**src/rtl/crf_pkg.sv**
```systemverilog
package crf_pkg;

    localparam int OP_W     = 3;
    localparam int WORD_W   = 32;
    localparam int STATUS_W = 2;
    localparam int FILL_W   = 8;
    localparam int PROD_W   = 8;
    localparam int WIDE_W   = 64;

    localparam logic [OP_W-1:0] OP_PUSH   = 3'd0;
    localparam logic [OP_W-1:0] OP_POP    = 3'd1;
    localparam logic [OP_W-1:0] OP_CLOSE  = 3'd2;
    localparam logic [OP_W-1:0] OP_ABORT  = 3'd3;
    localparam logic [OP_W-1:0] OP_CLEAR  = 3'd4;
    localparam logic [OP_W-1:0] OP_LENGTH = 3'd5;

    localparam logic [STATUS_W-1:0] ST_OK     = 2'd0;
    localparam logic [STATUS_W-1:0] ST_FULL   = 2'd1;
    localparam logic [STATUS_W-1:0] ST_EMPTY  = 2'd2;
    localparam logic [STATUS_W-1:0] ST_CLOSED = 2'd3;

    localparam logic [PROD_W-1:0] PROD_RESET = 8'd1;

    typedef struct packed {
        logic                valid;
        logic [STATUS_W-1:0] status;
        logic [FILL_W-1:0]   fill_count;
        logic                is_closed;
        logic                pop_ok;
    } crf_result_t;

    typedef struct packed {
        logic closed;
        logic aborted;
        logic full;
        logic empty;
    } crf_flags_t;

endpackage

```
**src/rtl/crf_cmd_if.sv**
```systemverilog
interface crf_cmd_if;
    import crf_pkg::*;

    logic              valid;
    logic              ready;
    logic [OP_W-1:0]   op;
    logic [WORD_W-1:0] push_data;

    modport source (output valid, output op, output push_data, input ready);
    modport sink (input valid, input op, input push_data, output ready);

endinterface

```
**src/rtl/crf_rsp_if.sv**
```systemverilog
interface crf_rsp_if;
    import crf_pkg::*;

    logic                valid;
    logic                ready;
    logic [STATUS_W-1:0] status;
    logic [WORD_W-1:0]   pop_data;
    logic [FILL_W-1:0]   fill_count;
    logic                is_closed;

    modport source (
        output valid, output status, output pop_data, output fill_count,
        output is_closed, input ready
    );
    modport sink (
        input valid, input status, input pop_data, input fill_count,
        input is_closed, output ready
    );

endinterface

```
**src/rtl/closable_ring_fifo.sv**
```systemverilog
// channel | role   | handshake           | payload
// cmd     | sink   | valid / ready       | op, push_data
// rsp     | source | valid / ready       | status, pop_data, fill_count, is_closed
// cfg     | sink   | cfg_wr_en, no ready | cfg_wr_data (producer count)
//
// one transaction per cycle while cmd.ready; each result comes in the next cycle
// the entry memory has one write and one read port, read data registered,
// so a pop word arrives with the result register in the cycle after acceptance
// cmd.ready falls only while a result is held with rsp.ready low
// reset clears pointers, fill, flags and loads one producer; entries are not cleared
module closable_ring_fifo #(
    parameter int DEPTH      = 128,
    parameter int DATA_WIDTH = 32
) (
    input  logic                       clk,
    input  logic                       rst_n,
    input  logic                       cfg_wr_en,
    input  logic [crf_pkg::PROD_W-1:0] cfg_wr_data,
    crf_cmd_if.sink                    cmd,
    crf_rsp_if.source                  rsp
);
    import crf_pkg::*;

    localparam int ADDR_W = $clog2(DEPTH);

    crf_result_t           result;
    crf_flags_t            flags;
    logic                  mem_wr_en;
    logic [ADDR_W-1:0]     mem_wr_addr;
    logic                  mem_rd_en;
    logic [ADDR_W-1:0]     mem_rd_addr;
    logic [DATA_WIDTH-1:0] mem_wr_data;
    logic [DATA_WIDTH-1:0] mem_rd_data;
    logic [WIDE_W-1:0]     wr_wide;
    logic [WIDE_W-1:0]     rd_wide;

    assign wr_wide     = WIDE_W'(cmd.push_data);
    assign mem_wr_data = wr_wide[DATA_WIDTH-1:0];
    assign rd_wide     = WIDE_W'(mem_rd_data);

    crf_ctrl #(
        .DEPTH (DEPTH)
    ) u_ctrl (
        .clk         (clk),
        .rst_n       (rst_n),
        .cfg_wr_en   (cfg_wr_en),
        .cfg_wr_data (cfg_wr_data),
        .cmd_valid   (cmd.valid),
        .cmd_op      (cmd.op),
        .cmd_ready   (cmd.ready),
        .rsp_ready   (rsp.ready),
        .result      (result),
        .flags       (flags),
        .mem_wr_en   (mem_wr_en),
        .mem_wr_addr (mem_wr_addr),
        .mem_rd_en   (mem_rd_en),
        .mem_rd_addr (mem_rd_addr)
    );

    crf_ram #(
        .DEPTH      (DEPTH),
        .DATA_WIDTH (DATA_WIDTH)
    ) u_ram (
        .clk     (clk),
        .wr_en   (mem_wr_en),
        .wr_addr (mem_wr_addr),
        .wr_data (mem_wr_data),
        .rd_en   (mem_rd_en),
        .rd_addr (mem_rd_addr),
        .rd_data (mem_rd_data)
    );

    assign rsp.valid      = result.valid;
    assign rsp.status     = result.status;
    assign rsp.fill_count = result.fill_count;
    assign rsp.is_closed  = result.is_closed;
    assign rsp.pop_data   = result.pop_ok ? rd_wide[WORD_W-1:0] : '0;

    a_abort_closes: assert property (@(posedge clk) disable iff (!rst_n)
        flags.aborted |-> flags.closed)
        else $error("aborted without closed");

    a_full_empty: assert property (@(posedge clk) disable iff (!rst_n)
        !(flags.full && flags.empty))
        else $error("full and empty at once");

    a_closed_sticks: assert property (@(posedge clk) disable iff (!rst_n)
        flags.closed |=> flags.closed)
        else $error("closed flag dropped");

    a_data_only_ok: assert property (@(posedge clk) disable iff (!rst_n)
        (rsp.valid && rsp.status != ST_OK) |-> (rsp.pop_data == '0))
        else $error("pop data on failed transaction");

endmodule

```
**src/rtl/crf_ram.sv**
```systemverilog
module crf_ram #(
    parameter int DEPTH      = 128,
    parameter int DATA_WIDTH = 32
) (
    input  logic                     clk,
    input  logic                     wr_en,
    input  logic [$clog2(DEPTH)-1:0] wr_addr,
    input  logic [DATA_WIDTH-1:0]    wr_data,
    input  logic                     rd_en,
    input  logic [$clog2(DEPTH)-1:0] rd_addr,
    output logic [DATA_WIDTH-1:0]    rd_data
);

    logic [DATA_WIDTH-1:0] mem [DEPTH];
    logic [DATA_WIDTH-1:0] rd_data_reg;

    always_ff @(posedge clk)
    begin
        if (wr_en)
        begin
            mem[wr_addr] <= wr_data;
        end
        if (rd_en)
        begin
            rd_data_reg <= mem[rd_addr];
        end
    end

    assign rd_data = rd_data_reg;

endmodule

```
**src/rtl/crf_ctrl.sv**
```systemverilog
module crf_ctrl #(
    parameter int DEPTH = 128
) (
    input  logic                           clk,
    input  logic                           rst_n,
    input  logic                           cfg_wr_en,
    input  logic [crf_pkg::PROD_W-1:0]     cfg_wr_data,
    input  logic                           cmd_valid,
    input  logic [crf_pkg::OP_W-1:0]       cmd_op,
    output logic                           cmd_ready,
    input  logic                           rsp_ready,
    output crf_pkg::crf_result_t           result,
    output crf_pkg::crf_flags_t            flags,
    output logic                           mem_wr_en,
    output logic [$clog2(DEPTH)-1:0]       mem_wr_addr,
    output logic                           mem_rd_en,
    output logic [$clog2(DEPTH)-1:0]       mem_rd_addr
);
    import crf_pkg::*;

    localparam int ADDR_W = $clog2(DEPTH);
    localparam int CNT_W  = ADDR_W + 1;
    localparam logic [CNT_W-1:0] FULL_CNT = CNT_W'(DEPTH);

    logic [ADDR_W-1:0] wp_reg, wp_next;
    logic [ADDR_W-1:0] rp_reg, rp_next;
    logic [CNT_W-1:0]  occ_reg, occ_next;
    logic [PROD_W-1:0] prod_left_reg, prod_left_next;
    logic              closed_reg, closed_next;
    logic              aborted_reg, aborted_next;
    crf_result_t       result_reg, result_next;

    logic              accept;
    logic              is_full;
    logic              is_empty;
    logic              do_clear;
    logic              do_push;
    logic              do_pop;
    logic [STATUS_W-1:0] status_res;
    logic [PROD_W-1:0] prod_dec;

    assign accept    = cmd_valid && cmd_ready;
    assign cmd_ready = !result_reg.valid || rsp_ready;
    assign is_full   = (occ_reg == FULL_CNT);
    assign is_empty  = (occ_reg == '0);
    assign prod_dec  = (prod_left_reg != '0) ? prod_left_reg - PROD_W'(1) : '0;

    always_comb
    begin
        wp_next        = wp_reg;
        rp_next        = rp_reg;
        occ_next       = occ_reg;
        prod_left_next = prod_left_reg;
        closed_next    = closed_reg;
        aborted_next   = aborted_reg;
        status_res     = ST_OK;
        do_clear       = 1'b0;
        do_push        = 1'b0;
        do_pop         = 1'b0;

        unique case (cmd_op)
            OP_PUSH:
            begin
                if (aborted_reg || closed_reg)
                begin
                    status_res = ST_CLOSED;
                end
                else if (is_full)
                begin
                    status_res = ST_FULL;
                end
                else
                begin
                    do_push  = 1'b1;
                    wp_next  = wp_reg + ADDR_W'(1);
                    occ_next = occ_reg + CNT_W'(1);
                end
            end
            OP_POP:
            begin
                if (aborted_reg)
                begin
                    status_res = ST_CLOSED;
                end
                else if (is_empty)
                begin
                    status_res = closed_reg ? ST_CLOSED : ST_EMPTY;
                end
                else
                begin
                    do_pop   = 1'b1;
                    rp_next  = rp_reg + ADDR_W'(1);
                    occ_next = occ_reg - CNT_W'(1);
                end
            end
            OP_CLOSE:
            begin
                prod_left_next = prod_dec;
                if (prod_dec == '0)
                begin
                    closed_next = 1'b1;
                end
            end
            OP_ABORT:
            begin
                aborted_next   = 1'b1;
                closed_next    = 1'b1;
                prod_left_next = '0;
            end
            OP_CLEAR:
            begin
                do_clear = 1'b1;
                wp_next  = '0;
                rp_next  = '0;
                occ_next = '0;
            end
            OP_LENGTH: ;
            default: ;
        endcase

        result_next.valid      = 1'b1;
        result_next.status     = status_res;
        result_next.fill_count = do_clear ? FILL_W'(occ_reg) : FILL_W'(occ_next);
        result_next.is_closed  = closed_next;
        result_next.pop_ok     = do_pop;
    end

    // memory ports, enabled only for an accepted transaction
    assign mem_wr_en   = accept && do_push;
    assign mem_wr_addr = wp_reg;
    assign mem_rd_en   = accept && do_pop;
    assign mem_rd_addr = rp_reg;

    always_ff @(posedge clk or negedge rst_n)
    begin
        if (!rst_n)
        begin
            wp_reg        <= '0;
            rp_reg        <= '0;
            occ_reg       <= '0;
            prod_left_reg <= PROD_RESET;
            closed_reg    <= 1'b0;
            aborted_reg   <= 1'b0;
            result_reg    <= '0;
        end
        else
        begin
            if (cfg_wr_en)
            begin
                prod_left_reg <= cfg_wr_data;
            end
            else if (accept)
            begin
                prod_left_reg <= prod_left_next;
            end

            if (accept)
            begin
                wp_reg      <= wp_next;
                rp_reg      <= rp_next;
                occ_reg     <= occ_next;
                closed_reg  <= closed_next;
                aborted_reg <= aborted_next;
                result_reg  <= result_next;
            end
            else if (rsp_ready)
            begin
                result_reg.valid <= 1'b0;
            end
        end
    end

    assign result        = result_reg;
    assign flags.closed  = closed_reg;
    assign flags.aborted = aborted_reg;
    assign flags.full    = is_full;
    assign flags.empty   = is_empty;

endmodule
```
**src/flat_wrapper.sv**
```systemverilog
// flat-port wrapper written by rule: the top's interface ports become plain ports
module closable_ring_fifo_flat import crf_pkg::*;
#(
    parameter int DEPTH      = 128,
    parameter int DATA_WIDTH = 32
)
  (clk, rst_n, cfg_wr_en, cfg_wr_data, cmd_valid, cmd_op, cmd_push_data, cmd_ready, rsp_valid, rsp_status, rsp_pop_data, rsp_fill_count, rsp_is_closed, rsp_ready);
  crf_cmd_if cmd_i ();
  crf_rsp_if rsp_i ();
  input  logic clk;
  input  logic rst_n;
  input  logic cfg_wr_en;
  input  logic [crf_pkg::PROD_W-1:0] cfg_wr_data;
  input wire logic [$bits(cmd_i.valid)-1:0] cmd_valid;
  input wire logic [$bits(cmd_i.op)-1:0] cmd_op;
  input wire logic [$bits(cmd_i.push_data)-1:0] cmd_push_data;
  output wire logic [$bits(cmd_i.ready)-1:0] cmd_ready;
  output wire logic [$bits(rsp_i.valid)-1:0] rsp_valid;
  output wire logic [$bits(rsp_i.status)-1:0] rsp_status;
  output wire logic [$bits(rsp_i.pop_data)-1:0] rsp_pop_data;
  output wire logic [$bits(rsp_i.fill_count)-1:0] rsp_fill_count;
  output wire logic [$bits(rsp_i.is_closed)-1:0] rsp_is_closed;
  input wire logic [$bits(rsp_i.ready)-1:0] rsp_ready;
  assign cmd_i.valid = cmd_valid;
  assign cmd_i.op = cmd_op;
  assign cmd_i.push_data = cmd_push_data;
  assign cmd_ready = cmd_i.ready;
  assign rsp_valid = rsp_i.valid;
  assign rsp_status = rsp_i.status;
  assign rsp_pop_data = rsp_i.pop_data;
  assign rsp_fill_count = rsp_i.fill_count;
  assign rsp_is_closed = rsp_i.is_closed;
  assign rsp_i.ready = rsp_ready;
  closable_ring_fifo #(.DEPTH(DEPTH), .DATA_WIDTH(DATA_WIDTH)) u_core (.clk(clk), .rst_n(rst_n), .cfg_wr_en(cfg_wr_en), .cfg_wr_data(cfg_wr_data), .cmd(cmd_i), .rsp(rsp_i));
endmodule
```
**config.mk**
```make
export PLATFORM = sky130hd
export DESIGN_NAME = closable_ring_fifo_flat
export DESIGN_NICKNAME = d
export VERILOG_FILES = /design/src/rtl/crf_pkg.sv /design/src/rtl/crf_cmd_if.sv /design/src/rtl/crf_rsp_if.sv /design/src/rtl/closable_ring_fifo.sv /design/src/rtl/crf_ram.sv /design/src/rtl/crf_ctrl.sv /design/src/flat_wrapper.sv
export SDC_FILE = /design/constraint.sdc
export NUM_CORES = 2
export LEC_CHECK = 0
export BUFFER_PORTS_ARGS = -buffer_cell sky130_fd_sc_hd__buf_2
export CORE_ASPECT_RATIO = 1.2
export CORE_MARGIN = 2
export CORE_UTILIZATION = 60
export CTS_CLUSTER_SIZE = 20
export DETAILED_ROUTE_END_ITERATION = 8
export PLACE_DENSITY = 0.76
export SYNTH_ARGS = -nofsm -noshare
export SYNTH_HDL_FRONTEND = slang
export SYNTH_HIERARCHICAL = 1
export SYNTH_SLANG_ARGS = --single-unit
```
**constraint.sdc**
```tcl
create_clock -name clk -period 5.43 [get_ports clk]
set_input_delay 0.8145 -clock clk [delete_from_list [all_inputs] [get_ports clk]]
set_output_delay 0.8145 -clock clk [all_outputs]
set_load 0.01 [all_outputs]
```
**After elaboration in Yosys (flattened, before gate mapping)**

Memories as Yosys holds them, arrays and structs flattened. A register that Yosys moved wholly into a read port is not among the register bits.
Cells that the tools add are included.

- Word-level logic and storage cells: 83
- Memories: 1
- Output and inout port bits: 45
- Register bits after elaboration: 44
- Input bits: 48
- RAM bits: 4096

Memories:

| name | depth | width | read ports | clocked after memory_dff | write ports | line | source |
|---|---|---|---|---|---|---|---|
| u_core.u_ram.mem | 128 | 32 | 1 | 1 | 1 | crf_ram.sv:14 | `logic [DATA_WIDTH-1:0] mem [DEPTH];` |

- Eq/ne operators: 10
- Reduce and logical (&&, ||, !) cells: 21
- Add/subtract/negate cells: 5
- Mux-type cells: 36

Operator list:

| operator | number |
|---|---|
| 8-bit two-way mux | 8 |
| 32-bit two-way mux | 1 |
| 7-bit two-way mux | 4 |
| 7-bit one-hot mux with 2 select lines | 2 |
| 8-bit one-hot mux with 3 select lines | 1 |
| 8-bit zero test | 2 |
| 8-bit one-hot mux with 2 select lines | 1 |
| 8-bit by 1-bit subtractor with 8-bit output, second input constant | 2 |
| 7-bit by 1-bit adder with 7-bit output, second input constant | 2 |
| 1-bit two-way mux | 14 |
| 2-bit != test, second input constant | 5 |
| 2-bit nonzero test | 5 |
| 8-bit by 1-bit adder with 8-bit output, second input constant | 1 |
| 8-bit == test, second input constant | 1 |
| 4-bit AND reduction | 2 |
| 8-bit nonzero test | 1 |
| 3-bit by 2-bit == test with 1-bit output, second input constant | 2 |
| 2-bit two-way mux | 3 |
| 2-bit one-hot mux with 2 select lines | 1 |
| 2-bit AND reduction | 2 |
| 3-bit by 1-bit == test with 1-bit output, second input constant | 1 |
| 3-bit == test, second input constant | 1 |
| 1-bit logical AND | 3 |
| 3-bit zero test | 1 |
| 5 further kinds | 6 |

**Longest topological paths before layout**

- Depth in word-level cells: 7
- Depth in mapped cells: 10
- Depth with buffers taken out: 8

**Hierarchy**

Netlist, hierarchy kept.

By module, submodules not included:

| module | area each (um^2) | times used | cells an instance | seq. area each (um^2) |
|---|---|---|---|---|
| crf_ram | 156596.4 | 1 | 5990 | 123958.9 |
| crf_ctrl | 2801.4 | 1 | 311 | 1102.3 |
| closable_ring_fifo | 255.2 | 1 | 35 | 0.0 |

**Least setup slack after synthesis**

Ideal clock, no wire load.

- Path type: input-to-reg
- From: input rsp_ready
- To: memory u_core.u_ram.mem[98][0] (enable)
- Stages on the path: 8
- Setup time: 0.461 ns
- Data arrival time: 4.534 ns
- Setup slack: 0.435 ns
- Path buffers: 3
- Required time: 4.969 ns
- Cells stage by stage: nand2b_1 > clkbuf_1 > and2_1 > clkbuf_1 > and3_1 > clkbuf_1 > nand4_1 > nor3_1

- Longest elaborated chain between the ends: 5

RTL lines:

| item | line | source |
|---|---|---|
| start, declared | flat_wrapper.sv:23 | `input wire logic [$bits(rsp_i.ready)-1:0] rsp_ready;` |
| 1-bit logical OR | crf_ctrl.sv:43 | `assign cmd_ready = !result_reg.valid \|\| rsp_ready;` |
| via cmd_ready | flat_wrapper.sv:17 | `output wire logic [$bits(cmd_i.ready)-1:0] cmd_ready;` |
| 1-bit logical AND | crf_ctrl.sv:42 | `assign accept = cmd_valid && cmd_ready;` |
| 1-bit logical AND | crf_ctrl.sv:129 | `assign mem_wr_en = accept && do_push;` |
| via u_core.mem_wr_en | closable_ring_fifo.sv:28 | `logic mem_wr_en;` |
| 1-bit two-way mux | crf_ram.sv:19 | `if (wr_en)` |
| 1-bit two-way mux (not written as such) | crf_ram.sv:21 | `mem[wr_addr] <= wr_data;` |
| end, declared | crf_ram.sv:14 |  |

The timed path passes the listed nets, and every way through them passes these cells.

**Worst setup path after layout**

- From: register u_core.u_ctrl.aborted_reg
- To: memory u_core.u_ram.mem[36][2] (enable)

- Longest elaborated chain between the ends: 6

RTL lines:

| item | line | source |
|---|---|---|
| start, declared | crf_ctrl.sv:30 | `logic aborted_reg, aborted_next;` |
| start signal, assigned | crf_ctrl.sv:163 | `aborted_reg <= aborted_next;` |
| 1-bit logical OR | crf_ctrl.sv:64 | `if (aborted_reg \|\| closed_reg)` |
| 1-bit two-way mux | crf_ctrl.sv:64 |  |
| 1-bit two-way mux | crf_ctrl.sv:61 | `unique case (cmd_op)` |
| 1-bit logical AND | crf_ctrl.sv:129 |  |
| via u_core.mem_wr_en | closable_ring_fifo.sv:28 |  |
| 1-bit two-way mux | crf_ram.sv:19 |  |
| 1-bit two-way mux (not written as such) | crf_ram.sv:21 |  |

The timed path passes the listed nets, and every way through them passes these cells.

==> results list <==
- Run status: finished clean
- Worst IR drop on VDD: 0.0002901 V
- Synthesized netlist net count: 6387
- The worst setup path is captured at a flop.
- CTS saw 4172 sinks.
- The number of global-route vias before repair came to 76620.
- Crit path time final: 4.246 ns
- The register with the most flip-flops in the layout has 4096 of them.
- The detail route stage leaves a number of antenna-violating nets equal to 0.
- Synthesis warning total: 6
- From synthesis to final layout, the design area changed by 12.65%.
- For this run, the slowest stage of the critical path takes 0.58 ns.
- Leaving out filler cells and counting taps, the final layout contains 10690.
* Highest-delay cell along the critical path: and3_1
- For this run, the post-layout net count is 6833.
* Vias: 75380
- Clock power frac: 39.4%
* P_leak: 53.78 nW
- Number of DRC markers after the initial detailed-route iteration: 11280
* Area of the die: 270200 um^2
* Fillers: 14900
- Of the total power, registers draw 51.4%.
- Measured along the y axis, the die boundary spans 569.0 um.
- Once the floorplan was initialized, standard cells occupied 60.30% of the core.
- In the final layout, the share of cells above drive strength 1 is 35.34%.
* Detailed placer's ending HPWL: 216.4 mm
* Start-to-end type of the worst setup path: reg2reg
* Count of max-cap constraint violations: 0
* Routed wire per std cell: 38.83 um
- Share of power burned in combinational logic: 9.2%
- Along the worst path, the maximum fanout reaches 32.
- TritonCTS built the clock tree.
- STA classifies the critical path startpoint as a flop.
- The number of clock buffers added by TritonCTS is 385.
* Final-report setup violation count: 0
* Wire length of the first global-routing pass: 585.7 mm
- Pin count of the biggest net entering global routing: 119
- In this run the count of I/O pins placed on the die edge is 93.
- Aggregate global routing overflow: 0
* Routability cong.: 0.8889
* Net Switching: 15.26 mW
- Averaged over all synthesized cells, the footprint is 25.21 um^2.
* Achievable Freq: 235.5 MHz
* Synthesized cell area: 159600 um^2
* Number of hold violations in the final report: 0
* Antenna violations before repair: 48
- Number of instances in the synthesized netlist: 6332
* Proportion of total power due to net switching: 22.06%
- Setup repair after global routing left no endpoint under its margin.
- Hold WC Path Type: in2reg
- The routed design has 414.9 mm of wire.
- DR DRC count: 0
- By instance count, the cell type seen most on the critical path is buf_4.
* Slew at the pin with the worst max-slew slack: 1.362 ns
- Final worst hold slack: 0.1522 ns
- For this design the ratio of total power to cell area is 384.7 nW/um^2.
- The clock passes through at most 4 buffers.
- Number of input and output port buffers inserted: 92
- For this run, the detailed router's first-pass iteration total came to 8.
- Detailed-route vias per instance: 7.054
* CP arrival: 4.77 ns
- Cell internal power was estimated by the tool at 53.92 mW.
- Standard-cell row count: 207
* H-tree lvl count: 5
- Headroom to the max-slew limit came out at 8.861%.
* Clock tree root driver cell: clkbuf_16
- Total global routing track utilization: 31.09%
- Total negative setup slack: 0 ns
- Post-CTS setup-driven buffer insertion count: 0
* Cells along the critical path: nor3_1, and2_1, and3_1, nor2b_1, nand2_1, buf_4, nor2_4, buf_4
- Dividing the final minimum period by the clock period gives 78.20%.
* Later-pin clock latency in the skew report: 0.92 ns
- At the worst endpoint, the required time is 5.95 ns.
- The floorplan step defined a core boundary enclosing 264700 um^2.
- Width of the chip: 474.9 um
- Number of max-slew violations in the final report: 0
- Between clock sinks in the finished design, the worst skew comes to 0.03140 ns.
- Clock transition at the register clock pins on the worst setup and hold paths after CTS: 0.06 ns
- Number of placed instances with taps included: 9942
## placed cells by master, fill, tap and decap left out, types with 23 or more instances in the layout
cell and n:
edfxtp_1 4128, mux4_2 1344, clkbuf_16 398, buf_4 280
nor2_4 119, clkinv_1 76, clkbuf_1 76, clkinv_2 66
buf_2 60, buf_12 56, diode_2 49, bufinv_16 44
nand2_1 43, dfrtp_1 36, mux2_2 34, and2_2 32
nor2_1 23
## timing repair
action	4_1_cts	5_1_grt
gates resized for setup	0	0
endpoints found under the hold margin	14	0
hold buffers	1	0
endpoints found under the setup margin	0	0
## metrics by stage
stage	setup WS, ns	power (mW)	utilization (%)	cell area [um^2]
floorplan	0.4353	40.25	-	159600
global placement	1.088	42.33	63.15	167200
detailed placement	1.062	42.45	63.15	167200
CTS	1.328	69.35	67.87	179700
global route	1.094	70.75	67.91	179800
finish	1.184	69.18	67.93	179800
## path summary, 6_finish.rpt
check                      slack (ns)                             startpoint                                    endpoint  cells after the start
max in group asynchronous        4.35                                  rst_n    u_core/u_ctrl/mem_rd_addr[0]$_DFFE_PN0P_                      3
max reg2reg                      1.18  u_core/u_ctrl/aborted_reg$_DFFE_PN0P_           u_core/u_ram/mem[36][2]$_DFFE_PP_                      8
min in group asynchronous        0.56                                  rst_n  u_core/u_ctrl/prod_left_reg[5]$_DFFE_PN0P_                      3
min                              0.15                         cfg_wr_data[7]  u_core/u_ctrl/prod_left_reg[7]$_DFFE_PN0P_                      3
min reg2reg                      0.47    u_core/u_ctrl/result[7]$_DFFE_PN0P_         u_core/u_ctrl/result[7]$_DFFE_PN0P_                      1
max                              1.18  u_core/u_ctrl/aborted_reg$_DFFE_PN0P_           u_core/u_ram/mem[36][2]$_DFFE_PP_                      8
## critical path: cells and delay by family (launching register included)
kind / cells / cell delay (ns)
and+or+nand+nor: 6 / 2.29
buffers and inverters: 2 / 0.99
DFF: 1 / 0.51
## power groups by stage
stage	combinational [mW]	sequential, mW	clock (mW)
floorplan	4.10	36.2	0
global placement	6.10	36.2	0
detailed placement	6.21	36.2	0
CTS	6.36	35.5	27.4
global route	6.65	35.5	28.6
finish	6.39	35.6	27.2
## routing by layer
metal	track usage [%]	share of wire, %
met1	41.62	33
met2	50.49	50
met3	7.244	12
met4	11.92	4.4
met5	0	0.029
## layout make-up
class / count / area (um^2) / area share, %
well taps: 3553 / 4446 / 2.472
repair buffers: 398 / 3561 / 1.980
diodes: 49 / 122.6 / 0.06819
clock buffers: 474 / 10240 / 5.698
clock inverters: 218 / 2236 / 1.243
inverters: 10 / 37.54 / 0.02088
multi-input cells: 1811 / 34080 / 18.95
flip-flops and latches: 4172 / 125100 / 69.57
Power figures use the tool's default switching activity.
